$ cat src/sv/rwpt_div.sv
// ----------------------------------------------------------------------------
// rwpt_div
// Pipelined restoring divider, one quotient bit per stage.
// ----------------------------------------------------------------------------
module rwpt_div #(
	parameter int NW = 30,   // dividend width
	parameter int DW = 22,   // divisor width
	parameter int QW = 20    // quotient width, quotient known to fit
) (
	input  logic          clk,
	input  logic          arst_n,
	input  logic          ce,
	input  logic          in_valid,
	input  logic [NW-1:0] dvd,
	input  logic [DW-1:0] dvs,
	output logic          out_valid,
	output logic [QW-1:0] quo
);
	localparam int AW = DW + 1 + QW;

	logic [AW-1:0] acc_s [QW+1];
	logic [DW-1:0] dvs_s [QW+1];
	logic [QW:0]   v_s;

	assign acc_s[0] = AW'(dvd);
	assign dvs_s[0] = dvs;
	assign v_s[0]   = in_valid;

	for (genvar i = 0; i < QW; i++) begin : g_stage
		logic [AW-1:0] sh;
		logic [DW:0]   hi;
		logic          ge;
		assign sh = acc_s[i] << 1;
		assign hi = sh[AW-1:QW];
		assign ge = hi >= {1'b0, dvs_s[i]};

		always_ff @(posedge clk or negedge arst_n) begin
			if (!arst_n) begin
				v_s[i+1] <= 1'b0;
			end else if (ce) begin
				v_s[i+1] <= v_s[i];
			end
		end

		always_ff @(posedge clk) begin
			if (ce) begin
				dvs_s[i+1] <= dvs_s[i];
				if (ge) begin
					acc_s[i+1] <= {hi - {1'b0, dvs_s[i]}, sh[QW-1:1], 1'b1};
				end else begin
					acc_s[i+1] <= sh;
				end
			end
		end
	end

	assign out_valid = v_s[QW];
	assign quo = acc_s[QW][QW-1:0];
endmodule

$ cat config.mk
export PLATFORM = sky130hd
export DESIGN_NAME = rwpt_div
export DESIGN_NICKNAME = d
export VERILOG_FILES = /design/src/sv/rwpt_div.sv
export SDC_FILE = /design/constraint.sdc
export NUM_CORES = 2
export LEC_CHECK = 0
export ABC_AREA = 1
export BUFFER_PORTS_ARGS = -buffer_cell sky130_fd_sc_hd__buf_2
export CORE_MARGIN = 2
export CORE_UTILIZATION = 53
export CTS_CLUSTER_SIZE = 16
export DETAILED_ROUTE_END_ITERATION = 6
export PLACE_DENSITY = 0.69
export SETUP_SLACK_MARGIN = 0.05
export SLEW_MARGIN = 20
export SYNTH_ARGS = -nofsm -noshare
export SYNTH_HDL_FRONTEND = slang
export SYNTH_SLANG_ARGS = --single-unit
export TNS_END_PERCENT = 30
$ cat constraint.sdc
create_clock -name clk -period 4.04 [get_ports clk]
set_input_delay 0.808 -clock clk [delete_from_list [all_inputs] [get_ports clk]]
set_output_delay 0.808 -clock clk [all_outputs]
set_load 0.02 [all_outputs]
==> qor.yml <==
routing:
  first_iter_violations: 5139
  dr_total_vias: 58500
  wirelength_um: 198000
  drtAntennaViolNets: 0
  drc: 0
  vias_per_cell: 5.20
  firstDrtPassIters: 6
  avgRoutedWirePerCell_um: 17.6
floorplanning:
  io_pins: 77
  core-area_mm2: 0.143
  die_h_um: 383
  start_util: 0.532
  die_w_um: 383
  rows: 139
  die_area_mm2: 0.147
placement:
  globalplace.congestion: 0.941
  portBuffers: 76
  dpl.cell_count: 11000
  dp.final_hpwl_um: 158000
  post-place-ws_ns: 0.818
  placed_area_mm2: 0.0786
sta:
  fin_worst_skew_ns: 0.0247
  rsz0062_at_grt: "no"
  final.min_clock_period_ns: 2.90
  tightest_slew_ns: 1.03
  fin_crit_sh: 0.719
  clock.fmax_mhz: 344
  fin_ws_ns: 1.14
  hold_viol: 0
  maxSlewViolCount: 0
  setup_viol_count_final: 0
  fin_setup_tns_ns: 0
  slew_headroom: 0.306
cts:
  clk_path_buf_depth: 3
  root_buffer: "clkbuf_16"
  post_cts_buffers: 0
  cts_max_level: 4
  post_cts_resized: 0
  clkLatencyLatePin_ns: 0.77
  clk_pin_slew_ns: 0.06
  cts.sinks: 1256
  numCtsBuffers: 138
  cts_tree: "done"
layout:
  drive_gt1_frac: 0.0648
  diodes: 0
  area_growth_pct: 9.13
  fin_util: 0.581
  design_area_mm2: 0.0830
  nNetsFinal: 9745
  final_cells: 11300
synthesis:
  ys_async_sr_fraction: 0.0159
  synth_edf_count: 1236
  seq_area_frac_synth: 0.495
  ys.warnings.count: 0
  synth_flop_cell: "edfxtp_1"
  netlist.area_leader.share: 0.488
  yosysTopAreaCell: "edfxtp_1"
  yosys-top-cells-area: "edfxtp_1 49%, nand2_1 15%, inv_1 8.9%, ha_1 7.1%, nand3_1 4.8%"
  synth-seq-cells: 1256
  synth_fp_nets: 9576
  syn_inst: 9072
  synth.cell_area_mm2: 0.0761
  synth_area_per_cell_um2: 8.38
  ys_types: 43
global_routing:
  track_usage: 0.269
  grt_pass1_vias: 54600
  grt_overflow_total: 0
  antenna_found_initial: 2
  grt_max_degree: 101
  grt_pass1_wl_um: 307000
worst_setup_path:
  path_max_fanout: 32
  critPathRequiredTime_ns: 4.53
  worstSetupStartpointType: "register"
  cp-end-kind: "register"
  path_class: "register to register"
  critPathArrivalTime_ns: 3.39
power:
  ir_drop_mv: 0.491
  p_leak_nw: 40.5
  p_per_area_mw_per_mm2: 719
min_path:
  hp-class: "input pin to register"
flow_run:
  cap_viol_max_count: 0
outcome:
  status: "complete, no violations"
==> critical path, cell delays in order, from the launching register on <==
cell and delay [ns]:
edfxtp_1 0.41, ha_1 0.38, nand2_1 0.14, inv_1 0.07
nand2_1 0.07, nand2_1 0.06, a21oi_1 0.25, nand4_2 0.79
nand3_1 0.35, nand2_1 0.11
==> repair_timing <==
item / CTS / global route
setup endpoints to repair: 0 / 0
hold endpoints to repair: 20 / 0
hold buffers: 1 / 0
==> cell usage in the layout (no fill, tap or decap), types with 75 or more instances in the layout <==
cell / synthesis / routed
nand2_1: 3049 / 3049
inv_1: 1801 / 1801
edfxtp_1: 1236 / 1236
nand3_1: 728 / 728
nor2_1: 523 / 523
ha_1: 429 / 429
a21oi_1: 245 / 245
xor2_1: 165 / 165
clkbuf_16: 0 / 138
nand3b_1: 100 / 100
o21ai_1: 84 / 84
nand2_2: 77 / 77
buf_2: 21 / 75
==> where the power goes <==
part | leakage, nW | total, W | switching, W | internal, W
sequential | 12.3 | 0.0201 | 0.00188 | 0.0182
combinational | 26.0 | 0.0272 | 0.0183 | 0.00899
clock | 2.14 | 0.0123 | 0.00522 | 0.00710
==> registers in the layout, indices dropped and copies added, names as in the netlist <==
signal / flops
v_s: 19
dvs_s: 418
out_valid: 1
acc_s: 798
quo: 20
==> metal layers <==
| metal | wire length, µm | GRT usage | share of wire |
|---|---|---|---|
| met1 | 93300 | 0.400 | 0.47 |
| met3 | 13400 | 0.0397 | 0.068 |
| met4 | 5690 | 0.0791 | 0.029 |
| met5 | 0 | 0 | 0 |
| met2 | 85600 | 0.407 | 0.43 |
==> Yosys cell counts (3+ instances only) <==
cell type  instances
inv_1           1801
nand3_2           48
buf_8              3
edfxtp_1        1236
buf_6             44
nand4_1           74
dfrtp_1           20
o21ai_2           60
a21oi_1          245
nor3_2             4
nand3_1          728
nand3b_1         100
nor3_1            69
o21ai_1           84
nand2_1         3049
ha_1             429
a21boi_0          12
nand2_2           77
xor2_1           165
or2_2              5
buf_2             21
o21a_1             4
clkbuf_1           7
fa_1              19
or2_0              8
nand4_2            8
nand4_4           10
buf_12             5
buf_4             31
o21ai_0           55
o21bai_1          39
nor2_1           523
and2_1            24
nor2_2            38
xnor2_1            5
nor2_4            12
==> cell type report <==
class | instances | area [µm²]
clock buffers | 157 | 3520
clock inverters | 89 | 902
fillers | 12800 | 59900
inverters | 1803 | 6770
multi-input cells | 5901 | 30700
flip-flops and latches | 1256 | 37600
well taps | 1903 | 2380
repair buffers | 141 | 1140
==> metrics by stage <==
step	hold WS (ns)	power, W
after floorplan	0.400	0.0398
after global placement	0.401	0.0467
after detailed placement	0.405	0.0471
after CTS	0.147	0.0597
after global routing	0.167	0.0642
final	0.204	0.0597
==> worst paths after layout <==
kind / slack (ns) / endpoint / cells past startpoint / start
min in group asynchronous: 0.51 / v_s[2] / 2 / arst_n
setup reg to reg: 1.14 / acc_s[295] / 9 / acc_s[337]
setup / recovery: 1.14 / acc_s[295] / 9 / acc_s[337]
max in group asynchronous: 3.23 / v_s[13] / 2 / arst_n
hold reg to reg: 0.41 / acc_s[528] / 0 / acc_s[570]
hold / removal: 0.20 / acc_s[822] / 1 / dvd[4]
==> kinds of logic after synthesis <==
family,Yosys count,synth area share
buf+inv,1915,0.102
flops,1256,0.495
compound gates,503,0.0380
fa+ha+maj,448,0.0756
xor+xnor,170,0.0196
simple gates,4780,0.270
(Power assumes the default switching activity.)
