===== config.mk =====
export PLATFORM = sky130hd
export DESIGN_NAME = rwpt_lum
export DESIGN_NICKNAME = d
export VERILOG_FILES = /design/src/sv/rwpt_pkg.sv /design/src/sv/rwpt_lum.sv
export SDC_FILE = /design/constraint.sdc
export NUM_CORES = 2
export LEC_CHECK = 0
export ABC_AREA = 1
export ABC_CLOCK_PERIOD_IN_PS = 7700
export BUFFER_PORTS_ARGS = -buffer_cell sky130_fd_sc_hd__clkbuf_2
export CAP_MARGIN = 20
export CORE_AREA = 4 4 375 377
export CTS_CLUSTER_DIAMETER = 200
export CTS_CLUSTER_SIZE = 28
export DETAILED_ROUTE_END_ITERATION = 16
export DIE_AREA = 0 0 379 381
export PLACE_DENSITY = 0.81
export REMOVE_ABC_BUFFERS = 1
export SYNTH_ARGS = -nofsm -noshare
export SYNTH_HDL_FRONTEND = slang
export SYNTH_SLANG_ARGS = --single-unit

===== constraint.sdc =====
create_clock -name clk -period 7.7 [get_ports clk]
set_clock_uncertainty 0.2 [all_clocks]
set_input_delay 0.385 -clock clk [delete_from_list [all_inputs] [get_ports clk]]
set_output_delay 0.385 -clock clk [all_outputs]
set_load 0.1 [all_outputs]

===== src/sv/rwpt_pkg.sv =====
// ----------------------------------------------------------------------------
// rwpt_pkg
// Shared constants for the white point tonemap pipeline.
// ----------------------------------------------------------------------------
package rwpt_pkg;
	localparam int CH_NUM     = 3;      // red, green, blue
	localparam int IN_W       = 16;     // input sample width
	localparam int OUT_W      = 8;      // output sample width
	localparam int IN_INT_SH  = 12;     // input is Q4.12 before alignment to F
	localparam int IWS_W      = 16;     // inv_white_squared, Q0.16
	localparam int OUT_SCALE  = 255;
	localparam logic [IWS_W-1:0] IWS_RESET = 16'd16384;
endpackage


===== src/sv/rwpt_lum.sv =====
// ----------------------------------------------------------------------------
// rwpt_lum
// Luminance, Reinhard numerator/denominator and per channel dividend.
// Five register stages.
// ----------------------------------------------------------------------------
module rwpt_lum import rwpt_pkg::*; #(
	parameter int FRAC_BITS = 16
) (
	input  logic                             clk,
	input  logic                             arst_n,
	input  logic                             ce,
	input  logic                             in_valid,
	input  logic [CH_NUM*IN_W-1:0]           pix,
	input  logic [IWS_W-1:0]                 iws,
	output logic                             out_valid,
	output logic [2*FRAC_BITS+10-1:0]        dvd [CH_NUM],
	output logic [FRAC_BITS+6-1:0]           den
);
	localparam int XW  = FRAC_BITS + 4;
	localparam int LW  = FRAC_BITS + 5;
	localparam int NW  = FRAC_BITS + 6;
	localparam int PW  = FRAC_BITS + XW;
	localparam int DVW = XW + NW;
	localparam longint unsigned ONE_L = 64'd1 << FRAC_BITS;
	localparam logic [FRAC_BITS-1:0] WR = FRAC_BITS'((2126 * ONE_L + 5000) / 10000);
	localparam logic [FRAC_BITS-1:0] WG = FRAC_BITS'((7152 * ONE_L + 5000) / 10000);
	localparam logic [FRAC_BITS-1:0] WB = FRAC_BITS'((722 * ONE_L + 5000) / 10000);
	localparam logic [NW-1:0] ONE = NW'(ONE_L);

	logic [4:0]          v_q;
	logic [XW-1:0]       x_s1 [CH_NUM];
	logic [XW-1:0]       x_s2 [CH_NUM];
	logic [XW-1:0]       x_s3 [CH_NUM];
	logic [XW-1:0]       x_s4 [CH_NUM];
	logic [PW-1:0]       pr_s1 [CH_NUM];
	logic [LW-1:0]       lum_s2;
	logic [LW+IWS_W-1:0] lw_s3;
	logic [NW-1:0]       den_s3, den_s4, den_s5;
	logic [NW-1:0]       num_s4;
	logic [DVW-1:0]      dvd_s5 [CH_NUM];
	logic [PW+1:0]       sum;

	always_ff @(posedge clk or negedge arst_n) begin
		if (!arst_n) begin
			v_q <= '0;
		end else if (ce) begin
			v_q <= {v_q[3:0], in_valid};
		end
	end

	assign sum = (PW+2)'(pr_s1[0]) + (PW+2)'(pr_s1[1]) + (PW+2)'(pr_s1[2]);

	always_ff @(posedge clk) begin
		if (ce) begin
			for (int c = 0; c < CH_NUM; c++) begin
				x_s1[c] <= XW'(pix[c*IN_W +: IN_W]) << (FRAC_BITS - IN_INT_SH);
				x_s2[c] <= x_s1[c];
				x_s3[c] <= x_s2[c];
				x_s4[c] <= x_s3[c];
				dvd_s5[c] <= DVW'(x_s4[c]) * DVW'(num_s4);
			end
			pr_s1[0] <= PW'(XW'(pix[0 +: IN_W]) << (FRAC_BITS - IN_INT_SH)) * PW'(WR);
			pr_s1[1] <= PW'(XW'(pix[IN_W +: IN_W]) << (FRAC_BITS - IN_INT_SH)) * PW'(WG);
			pr_s1[2] <= PW'(XW'(pix[2*IN_W +: IN_W]) << (FRAC_BITS - IN_INT_SH)) * PW'(WB);
			lum_s2 <= LW'(sum >> FRAC_BITS);
			lw_s3  <= (LW+IWS_W)'(lum_s2) * (LW+IWS_W)'(iws);
			den_s3 <= ONE + NW'(lum_s2);
			num_s4 <= ONE + NW'(lw_s3 >> IWS_W);
			den_s4 <= den_s3;
			den_s5 <= den_s4;
		end
	end

	assign out_valid = v_q[4];
	assign dvd = dvd_s5;
	assign den = den_s5;
endmodule


==> results.json <==
{
  "setup_tns_ns": 0,
  "syn-instance-count": 9176,
  "max-cap-violations": 0,
  "grt_usage_pct": 28.9,
  "cts_sinks": 526,
  "layout-drive-gt1-share_pct": 4.16,
  "nets": 11686,
  "dieHeight_um": 381,
  "final_antenna_net_count": 0,
  "grt_max_degree": 140,
  "utilization_pct": 62.7,
  "drv_slew": 0,
  "cp-start-kind": "flop",
  "status": "finished clean",
  "grt_pass1_wl_mm": 333,
  "min_period_over_period_pct": 89.2,
  "path_common_cell": "fa_1",
  "start_util_pct": 59.8,
  "crit_chain": "buf_4 > nand2_1 > fa_1 > inv_1 > fa_1 > inv_1 > fa_1 > inv_1 > fa_1 > fa_1 > fa_1 > ha_1 > ha_1 > a21oi_1 > o21ai_0 > a21oi_1 > nor2_1 > nor3_1 > nand2_1 > nand2_1 > nand2_1",
  "finalWirelength_mm": 202,
  "ys_async_sr_fraction_pct": 0.951,
  "core-area_mm2": 0.137,
  "slew_headroom_pct": 21.5,
  "seq_area_frac_synth_pct": 19.2,
  "fmax_mhz": 146,
  "fin_crit_ns": 6.87,
  "drt-pass1-iter-count": 6,
  "gp_congestion": 0.967,
  "wl_per_cell_um": 18.3,
  "path_max_fanout": 16,
  "cts_setup_buffers": 0,
  "critPathSlowestCell": "edfxtp_1",
  "ys_ff_latch": 526,
  "io_buffers": 204,
  "crit_required_ns": 7.90,
  "critPathKind": "flop to flop",
  "die_w_um": 379,
  "clockBufferDepth": 3,
  "cts_inserted_buffers": 23,
  "synthTopCellsByCount": "inv_1, nand2_1, fa_1",
  "clk_pin_slew_worst_paths_ns": 0.12,
  "cpPeakStageDelay_ns": 1.04,
  "synth.avg_cell_area_um2": 8.93,
  "dpl.hpwl_mm": 164,
  "yosysMostFrequentCell": "inv_1",
  "syn_area_mm2": 0.0820,
  "synth_top_area_share_pct": 33.5,
  "grt_pass1_vias": 65020,
  "antenna_found_initial": 12,
  "finalHoldViolCount": 0,
  "rsz0062_at_grt": "no",
  "tritoncts": "done",
  "setup_viol_count_final": 0,
  "fillers": 11112,
  "boundaryPins": 217,
  "arrival_ns": 7.07,
  "startpoint": "num_s4[14]",
  "vias": 60351,
  "drc": 0,
  "drt_iter0_drc": 4742,
  "worst_pin_slew_ns": 1.18,
  "h-tree-depth": 1,
  "multi_input_area_mm2": 0.0557,
  "synthTopCellsByArea": "fa_1, edfxtp_1, ha_1",
  "r2r_start": "num_s4[14]",
  "syn2layout_area_growth_pct": 4.89,
  "num_rows": 136,
  "ys.flop_type": "edfxtp_1",
  "drt-vias-per-instance": 5.46,
  "cts_root_buf": "clkbuf_16",
  "end_kind": "flop",
  "final_design_area_no_fill_mm2": 0.0860,
  "grt_overflow": 0,
  "synth-edff-count": 521,
  "placed_area_mm2": 0.0848,
  "hold_class": "primary input to flop",
  "finalWorstSetupSlack_ns": 0.835,
  "synth_area_leader_cell": "fa_1",
  "place_ws_ns": 0.975,
  "ff_latch_area_mm2": 0.0158,
  "insertion_delay_ns": 0.65,
  "die_area_mm2": 0.144,
  "ys_types": 48,
  "ys_warn_count": 0,
  "hold_start": "ce"
}
==> critical path: cells and delay by family, from the launching register on <==
kind	cells	cell delay, ns
adder cells (fa/ha/maj)	8	3.61
flip-flops	1	1.04
AND/OR/NAND/NOR	6	0.59
AO/OA/AOI/OAI	3	0.59
buffers and inverters	4	0.55
==> layout by cell type (no fill, tap or decap), types with 11 or more instances in the layout <==
master            n
nand2_2          31
nand4_1          46
clkbuf_2        203
o21a_1           21
o21ai_1          11
nand2_1        2099
ha_1           1002
clkbuf_16        23
o21bai_1         37
o21ai_2          13
a21o_1           27
nor3_1           53
inv_1          2499
o21ai_0         129
xnor2_1          41
diode_2          11
nor2_1          299
xor2_1          121
a21oi_1         283
dlygate4sd3_1    51
buf_4            59
nand3_1         172
conb_1           12
edfxtp_1        521
fa_1           1372
==> area by class of cell <==
cell class,instances,share of cell area [%]
Multi-Input combinational cell,5866,64.8
Sequential cell,526,18.3
Timing Repair Buffer,325,2.57
Clock buffer,23,0.669
Tap cell,1794,2.61
Antenna cell,11,0.0320
Clock inverter,6,0.0698
Inverter,2502,10.9
==> sequential cells by signal, summed over array words and instances (netlist names) <==
signal  flops
x_s4       48
den        22
x_s2       48
den_s3     22
den_s4     22
x_s1       48
pr_s1      85
dvd       114
v_q         5
num_s4     22
x_s3       48
lum_s2     21
lw_s3      21
==> repair_timing <==
item / 4_1_cts / 5_1_grt
hold buffers: 51 / 0
endpoints found under the setup margin: 0 / 0
resized for setup: 0 / 0
endpoints found under the hold margin: 56 / 0
==> path summary, 6_finish.rpt <==
check                      cells past startpoint     endpoint  slack, ns
setup / recovery                              21     dvd[121]       0.83
hold / removal                                 1      dvd[30]      0.009
setup reg to reg                              21     dvd[121]       0.83
hold reg to reg                                0  x_s3[0][24]       0.20
max in group asynchronous                      3       v_q[0]       6.67
min in group asynchronous                      3       v_q[4]       0.43
==> per-layer routing <==
layer	wire [µm]	up-vias	GRT usage, %
met5	43	-	0
met4	8790	6	11.0
met3	17400	539	4.56
met2	97500	2652	48.5
met1	78600	29685	37.8
li1	-	27469	-
==> stage by stage <==
stage	hold slack, ns	instances
3_5_place_dp	0.0106	10962
5_1_grt	0.0325	11044
2_1_floorplan	-0.111	8894
3_3_place_gp	0.00369	10961
4_1_cts	0.0161	11042
6_report	0.00914	11053
==> logic make-up after synthesis <==
family / synth area share, %
buffers and inverters: 12.9
AND/OR/NAND/NOR: 13.4
adder cells (fa/ha/maj): 48.8
AO/OA/AOI/OAI: 3.96
flip-flops: 19.2
XOR/XNOR: 1.73
other: 0.00457
multiplexers: 0.0137
Power is left out: the tool's default activity adds up to more than one toggle a clock period on the data nets, which glitch-free logic cannot reach.
