--- config.mk ---
export PLATFORM = sky130hd
export DESIGN_NAME = rwpt_sqrt
export DESIGN_NICKNAME = d
export VERILOG_FILES = /design/src/sv/rwpt_sqrt.sv
export SDC_FILE = /design/constraint.sdc
export NUM_CORES = 1
export LEC_CHECK = 0
export BUFFER_PORTS_ARGS = -buffer_cell sky130_fd_sc_hd__buf_2
export CORE_UTILIZATION = 47
export DETAILED_ROUTE_END_ITERATION = 12
export GPL_TIMING_DRIVEN = 0
export HOLD_SLACK_MARGIN = 0.12
export MAX_ROUTING_LAYER = met4
export SYNTH_ARGS = -nofsm -noshare
export SYNTH_HDL_FRONTEND = slang
export SYNTH_SLANG_ARGS = --single-unit
export TNS_END_PERCENT = 30
--- constraint.sdc ---
create_clock -name clk -period 3.2 [get_ports clk]
set_input_delay 0.48 -clock clk [delete_from_list [all_inputs] [get_ports clk]]
set_output_delay 0.48 -clock clk [all_outputs]
set_load 0.1 [all_outputs]
--- src/sv/rwpt_sqrt.sv ---
// ----------------------------------------------------------------------------
// rwpt_sqrt
// Pipelined restoring integer square root, one root bit per stage.
// ----------------------------------------------------------------------------
module rwpt_sqrt #(
	parameter int RW = 18    // root width; radicand is 2*RW bits
) (
	input  logic            clk,
	input  logic            arst_n,
	input  logic            ce,
	input  logic            in_valid,
	input  logic [2*RW-1:0] rad,
	output logic            out_valid,
	output logic [RW-1:0]   root
);
	localparam int MW = RW + 2;

	logic [MW-1:0]   rem_s  [RW+1];
	logic [2*RW-1:0] bits_s [RW+1];
	logic [RW-1:0]   root_s [RW+1];
	logic [RW:0]     v_s;

	assign rem_s[0]  = '0;
	assign bits_s[0] = rad;
	assign root_s[0] = '0;
	assign v_s[0]    = in_valid;

	for (genvar i = 0; i < RW; i++) begin : g_stage
		logic [MW-1:0] cur;
		logic [MW-1:0] trial;
		assign cur   = {rem_s[i][MW-3:0], bits_s[i][2*RW-1 -: 2]};
		assign trial = {root_s[i], 2'b01};

		always_ff @(posedge clk or negedge arst_n) begin
			if (!arst_n) begin
				v_s[i+1] <= 1'b0;
			end else if (ce) begin
				v_s[i+1] <= v_s[i];
			end
		end

		always_ff @(posedge clk) begin
			if (ce) begin
				bits_s[i+1] <= bits_s[i] << 2;
				if (cur >= trial) begin
					rem_s[i+1]  <= cur - trial;
					root_s[i+1] <= {root_s[i][RW-2:0], 1'b1};
				end else begin
					rem_s[i+1]  <= cur;
					root_s[i+1] <= {root_s[i][RW-2:0], 1'b0};
				end
			end
		end
	end

	assign out_valid = v_s[RW];
	assign root = root_s[RW];
endmodule

==> results.json, run 1 <==
{
  "status": "complete, no violations",
  "p_leak_nw": 15.6,
  "worst_path_max_delay_cell": "edfxtp_1",
  "final_cell_mix": "edfxtp_1 (756), inv_1 (221), ha_1 (188)",
  "wire_per_inst_um": 16.4,
  "synth.top_cells.by_area": "edfxtp_1 (64%), ha_1 (6.7%), xor2_1 (2.6%), inv_1 (2.4%), xnor2_1 (2.4%)",
  "clkSlewWorstSetupHoldPaths_ns": 0.06,
  "comb_power_share_pct": 18.2,
  "critPathTopFamily": "compound AO/OA/AOI/OAI gates",
  "final_util_pct": 54.3,
  "yosysUniqueCellTypes": 75,
  "remaining_drc_errors": 0,
  "netlist_area_sq_um": 35400,
  "post_drt_via_cell_ratio": 5.35,
  "n_antenna_cell": 0,
  "gp_congestion": 0.929,
  "synth_warnings": 0,
  "dp_cells": 3667,
  "fp.dieW_um": 276,
  "row_count": 100,
  "dp_hpwl_um": 44100,
  "period_minus_slack_ns": 3.10,
  "post-route-period-util_pct": 96.8,
  "synth_largest_area_cell": "edfxtp_1",
  "io_pins": 59,
  "setup_slack_ns": 0.102,
  "p_sw_share_pct": 26.7,
  "worstPathMaxFanout": 7,
  "p_seq_share_pct": 47.3,
  "die_y_um": 276,
  "die_area_sq_um": 76400,
  "antenna_found_initial": 0,
  "wl_um": 63200,
  "worstPathCellList": "ha_1 > clkbuf_1 > a211o_1 > a311o_1 > o211ai_1 > a31oi_2 > nor3_4 > inv_1 > mux2_2",
  "mappedNetlistNets": 2862,
  "crit_path_end_kind": "flip-flop",
  "arrival_ns": 3.45,
  "cts-root-buf": "clkbuf_16",
  "p_switching_mw": 7.56,
  "ys_ff_latch": 774,
  "grt_pass1_wl_um": 104000,
  "nNetsFinal": 3049,
  "critPathLaunchType": "flip-flop",
  "max-vdd-ir-drop_v": 0.000490,
  "final_hold_viol_count": 0,
  "first_pass_iters": 6,
  "yosysSeqAreaShare_pct": 65.5,
  "grt_max_degree": 134,
  "port_buffers": 58,
  "drive_gt1_share_pct": 10.8,
  "tightest_slew_ns": 0.758,
  "synth_edf_count": 756,
  "grt_overflow": 0,
  "finalSetupTns_ns": 0,
  "grtUsageTotal_pct": 17.0,
  "required_ns": 3.56,
  "hold_path_class": "input port to flip-flop",
  "synth.top_cell.area_share_pct": 64.2,
  "final_common_cell": "edfxtp_1",
  "core_area_sq_um": 74400,
  "slew_violations": 0,
  "clock_power_share_pct": 34.5,
  "synth.avg_cell_area_sq_um": 13.4,
  "cts_sinks": 774,
  "p_total_mw": 28.3,
  "cts_tree": "yes",
  "via_count": 20643,
  "clk_path_buf_depth": 3,
  "p_int_mw": 20.8,
  "cp.buffers_inverters": 2,
  "drv_cap": 0,
  "max_stage_delay_ns": 0.46,
  "synthArstFlopShare_pct": 2.33,
  "slew_headroom_pct": 48.9,
  "fin_cells": 3857,
  "rsz0062_at_grt": "yes",
  "syn_inst": 2634,
  "initial_core_util_pct": 47.5,
  "cts_made_buffers": 83,
  "insertion_delay_ns": 0.62,
  "first_global_vias": 20528,
  "finalSetupViolations": 0,
  "fmax_mhz": 323,
  "preCtsSetupSlack_ns": -0.798,
  "crit_type": "flip-flop to flip-flop",
  "drt_iter0_markers": 1509,
  "synth_flop_cell": "edfxtp_1",
  "htree_levels": 3,
  "skew_ns": 0.0223,
  "area_delta_synth_final_pct": 14.3,
  "ant_nets": 0,
  "p_per_area_nw_per_um2": 701
}
==> area by class of cell <==
class,instances,area (sq um)
well taps,969,1210
multi-input cells,1589,11300
repair buffers,109,931
clock buffers,100,2150
plain buffers,39,191
clock inverters,52,661
inverters,225,845
fillers,6112,34000
flip-flops and latches,774,23200
==> routing by layer <==
metal	routed length (um)	up-vias	part of all wire, %	GRT usage [%]
met5	0	-	0	-
met4	1630	0	2.6	5.31
met3	2660	115	4.2	2.54
met2	30500	429	48	27.8
met1	28400	9898	45	21.9
li1	-	10201	-	-
==> path summary, 6_finish.rpt <==
| path | from | endpoint | slack, ns | depth (start not counted) |
|---|---|---|---|---|
| max | g_stage[10].cur[5] | g_stage[11].cur[10] | 0.10 | 9 |
| min | ce | bits_s[614] | 0.28 | 1 |
| max reg2reg | g_stage[10].cur[5] | g_stage[11].cur[10] | 0.10 | 9 |
| min reg2reg | bits_s[500] | bits_s[466] | 0.41 | 0 |
| max in group asynchronous | arst_n | v_s[16] | 2.61 | 2 |
| min in group asynchronous | arst_n | v_s[1] | 0.31 | 2 |
==> power by group through the flow <==
| stage | Sequential (mW) | Combinational, mW | Clock [mW] |
|---|---|---|---|
| after floorplan | 13.5 | 3.63 | 0 |
| after global placement | 13.8 | 4.78 | 0 |
| after detailed placement | 13.6 | 4.98 | 0 |
| after CTS | 13.4 | 5.08 | 10.1 |
| after global routing | 13.5 | 5.73 | 10.4 |
| final | 13.4 | 5.15 | 9.78 |
==> cells in the mapped netlist, types with 8 or more instances <==
| library cell | number |
|---|---|
| o21a_1 | 37 |
| nor2_1 | 161 |
| a21oi_1 | 156 |
| or2_2 | 10 |
| o31ai_1 | 15 |
| or4_1 | 20 |
| xnor2_1 | 95 |
| xor2_1 | 103 |
| nor3_1 | 65 |
| or3_1 | 21 |
| a211o_1 | 10 |
| edfxtp_1 | 756 |
| o211ai_1 | 8 |
| nand2b_1 | 37 |
| nor2b_1 | 25 |
| mux2_2 | 63 |
| nor4_1 | 31 |
| inv_1 | 222 |
| a211oi_1 | 18 |
| nand2_1 | 143 |
| o21ai_0 | 139 |
| nand4_1 | 26 |
| ha_1 | 188 |
| nand3_1 | 30 |
| and3_1 | 8 |
| clkbuf_1 | 38 |
| a31oi_1 | 9 |
| mux2i_1 | 11 |
| dfrtp_1 | 18 |
| a21o_1 | 48 |
==> logic make-up after synthesis <==
| group | Yosys count | synth area share (%) |
|---|---|---|
| buffers and inverters | 271 | 2.94 |
| other | 1 | 0.0106 |
| DFF | 774 | 65.5 |
| and+or+nand+nor | 620 | 8.85 |
| xor gates and xnor gates | 198 | 4.90 |
| AOI/OAI and AO/OA | 508 | 8.88 |
| adders and majority gates | 188 | 6.65 |
| muxes | 74 | 2.32 |
==> registers in the layout (all words and copies together), names as in the netlist <==
signal	flops
bits_s	306
g_stage.cur	279
out_valid	1
root	18
v_s	17
g_stage.trial	153
==> per-stage QoR <==
step / hold WS (ns) / instance area [sq um]
5_1_grt: 0.296 / 40400
3_3_place_gp: 0.400 / 36900
6_report: 0.278 / 40400
4_1_cts: 0.280 / 40300
3_5_place_dp: 0.405 / 37000
2_1_floorplan: 0.184 / 35400
==> repair_timing <==
action,4_1_cts,5_1_grt
gates resized for setup,20,24
hold buffers,39,0
pin swaps,1,4
buffers inserted,0,5
hold endpoints to repair,56,0
cloned,1,0
endpoints found under the setup margin,194,176
Power figures use the tool's default switching activity.
==> run 2: changes to the inputs <==
- PLACE_DENSITY_LB_ADDON: not set -> 0.05
- SETUP_SLACK_MARGIN: not set -> 0.2
==> run 2 against run 1 <==
  * Count of clock-buffer cells in the layout up 4
  * Sequential share of layout area down 0.27 points
  * First-iteration DRC count down 2.9%
  * Combinational power up 2%
  * Critical path depth down 1
  * Design area up 0.47%
  * Largest cell class unchanged
  * Largest power group unchanged
==> results.json, run 2 (synthesis results as in run 1) <==
{
  "worstPathMaxFanout": 7,
  "tightest_slew_ns": 0.847,
  "p_total_mw": 28.3,
  "crit-reg2reg-launch": "g_stage[5].cur[9]",
  "initial_core_util_pct": 47.5,
  "ant_nets": 0,
  "final_hold_viol_count": 0,
  "cts_sinks": 774,
  "gp_congestion": 0.926,
  "nNetsFinal": 3065,
  "stdcell_area_sq_um": 40600,
  "max-vdd-ir-drop_v": 0.000489,
  "largest_reg_flops": 306,
  "row_count": 100,
  "port_buffers": 58,
  "grtUsageTotal_pct": 17.5,
  "crit_path_end_kind": "flip-flop",
  "clk_path_buf_depth": 3,
  "grt_overflow": 0,
  "r2r-end": "g_stage[6].cur[13]",
  "cts_tree": "yes",
  "hold_path_class": "input port to flip-flop",
  "insertion_delay_ns": 0.64,
  "drive_gt1_share_pct": 11.8,
  "io_pins": 59,
  "hold_path_end": "bits_s[614]",
  "required_ns": 3.56,
  "skew_ns": 0.0282,
  "via_count": 20580,
  "slew_violations": 0,
  "post-route-period-util_pct": 94.3,
  "p_sw_share_pct": 27.0,
  "fmax_mhz": 331,
  "crit_type": "flip-flop to flip-flop",
  "htree_levels": 3,
  "min_path_cells": 1,
  "rsz0062_at_grt": "yes",
  "remaining_drc_errors": 0,
  "finalSetupViolations": 0,
  "area_delta_synth_final_pct": 14.8,
  "p_int_mw": 20.7,
  "worstHoldStart": "ce",
  "fp.dieW_um": 276,
  "final_common_cell": "edfxtp_1",
  "setup_slack_ns": 0.182,
  "first_global_vias": 20402,
  "p_leak_nw": 15.7,
  "r2r_cells": 8,
  "max_flop_register": "bits_s",
  "wire_per_inst_um": 16.6,
  "die_y_um": 276,
  "drv_cap": 0,
  "p_seq_share_pct": 47.3,
  "cts-root-buf": "clkbuf_16",
  "post_drt_via_cell_ratio": 5.31,
  "critPathLaunchType": "flip-flop",
  "n_antenna_cell": 0,
  "cts_made_buffers": 84,
  "rrSetupSlack_ns": 0.18,
  "grt_pass1_wl_um": 105000,
  "antenna_found_initial": 0,
  "drt_iter0_markers": 1465,
  "clkSlewWorstSetupHoldPaths_ns": 0.06,
  "status": "complete, no violations",
  "p_per_area_nw_per_um2": 698,
  "core_area_sq_um": 74400,
  "wl_um": 64200,
  "dp_hpwl_um": 44800,
  "final_cell_mix": "edfxtp_1 (756), inv_1 (220), ha_1 (186)",
  "die_area_sq_um": 76400,
  "period_minus_slack_ns": 3.02,
  "placed_cell_area_sq_um": 37000,
  "p_switching_mw": 7.65,
  "grt_max_degree": 131,
  "comb_power_share_pct": 18.5,
  "arrival_ns": 3.38,
  "clock_power_share_pct": 34.2,
  "preCtsSetupSlack_ns": -0.335,
  "finalSetupTns_ns": 0,
  "first_pass_iters": 5,
  "slew_headroom_pct": 42.8
}
## run 2: worst max path at each step
stage | depth (start not counted) | start | to | slack [ns]
after global placement | 4 | ce | v_s[2] | -10.10
after detailed placement | 10 | g_stage[16].cur[10] | g_stage[17].cur[12] | -0.33
after global routing | 8 | g_stage[5].cur[10] | g_stage[6].cur[13] | 0.04
final | 8 | g_stage[5].cur[9] | g_stage[6].cur[13] | 0.18
after floorplan | 10 | g_stage[16].cur[10] | g_stage[17].cur[12] | 0.26
after CTS | 10 | g_stage[9].trial[7] | g_stage[10].cur[7] | 0.14
## run 2: layout make-up
cell class                      count  area [sq um]
Buffer                             46           265
Clock inverter                     49           568
Timing Repair Buffer              117           973
Clock buffer                      104          2240
Inverter                          225           845
Tap cell                          969          1210
Fill cell                        6159         33800
Sequential cell                   774         23200
Multi-Input combinational cell   1589         11400
## run 2: per-layer routing
metal | part of all wire (%) | global-route usage, % | up-vias
met3 | 3.5 | 2.33 | 120
li1 | - | - | 10212
met2 | 48 | 28.4 | 346
met4 | 2.9 | 6.06 | 0
met5 | 0 | - | -
met1 | 45 | 22.5 | 9902
## run 2: repair_timing
item | in CTS | in global routing
gates cloned | 0 | 0
hold buffers | 39 | 0
gates resized for setup | 45 | 49
setup endpoints to repair | 128 | 145
setup buffers | 3 | 11
endpoints found under the hold margin | 56 | 0
pin swaps | 3 | 5
## run 2: metrics by stage
stage                     util [%]  instances  hold slack (ns)
after floorplan                  -       2634            0.184
after global placement        49.5       3661            0.400
after detailed placement      49.8       3667            0.405
after CTS                     54.3       3862            0.264
after global routing          54.6       3873            0.294
final                         54.6       3873            0.287
## run 2: worst max-delay path, cell delays in order, from the launching register on
cell	delay, ns
edfxtp_1	0.47
or4_1	0.51
buf_6	0.16
o311a_1	0.40
nor4b_4	0.17
or4_4	0.49
buf_6	0.15
o41ai_1	0.27
o21ai_1	0.12
## run 2: power groups by stage
stage	clock [mW]	combinational (mW)	sequential (mW)
2_1_floorplan	0	3.63	13.5
3_3_place_gp	0	4.82	13.8
3_5_place_dp	0	4.96	13.6
4_1_cts	10.0	5.10	13.4
5_1_grt	10.4	5.86	13.6
6_report	9.70	5.23	13.4
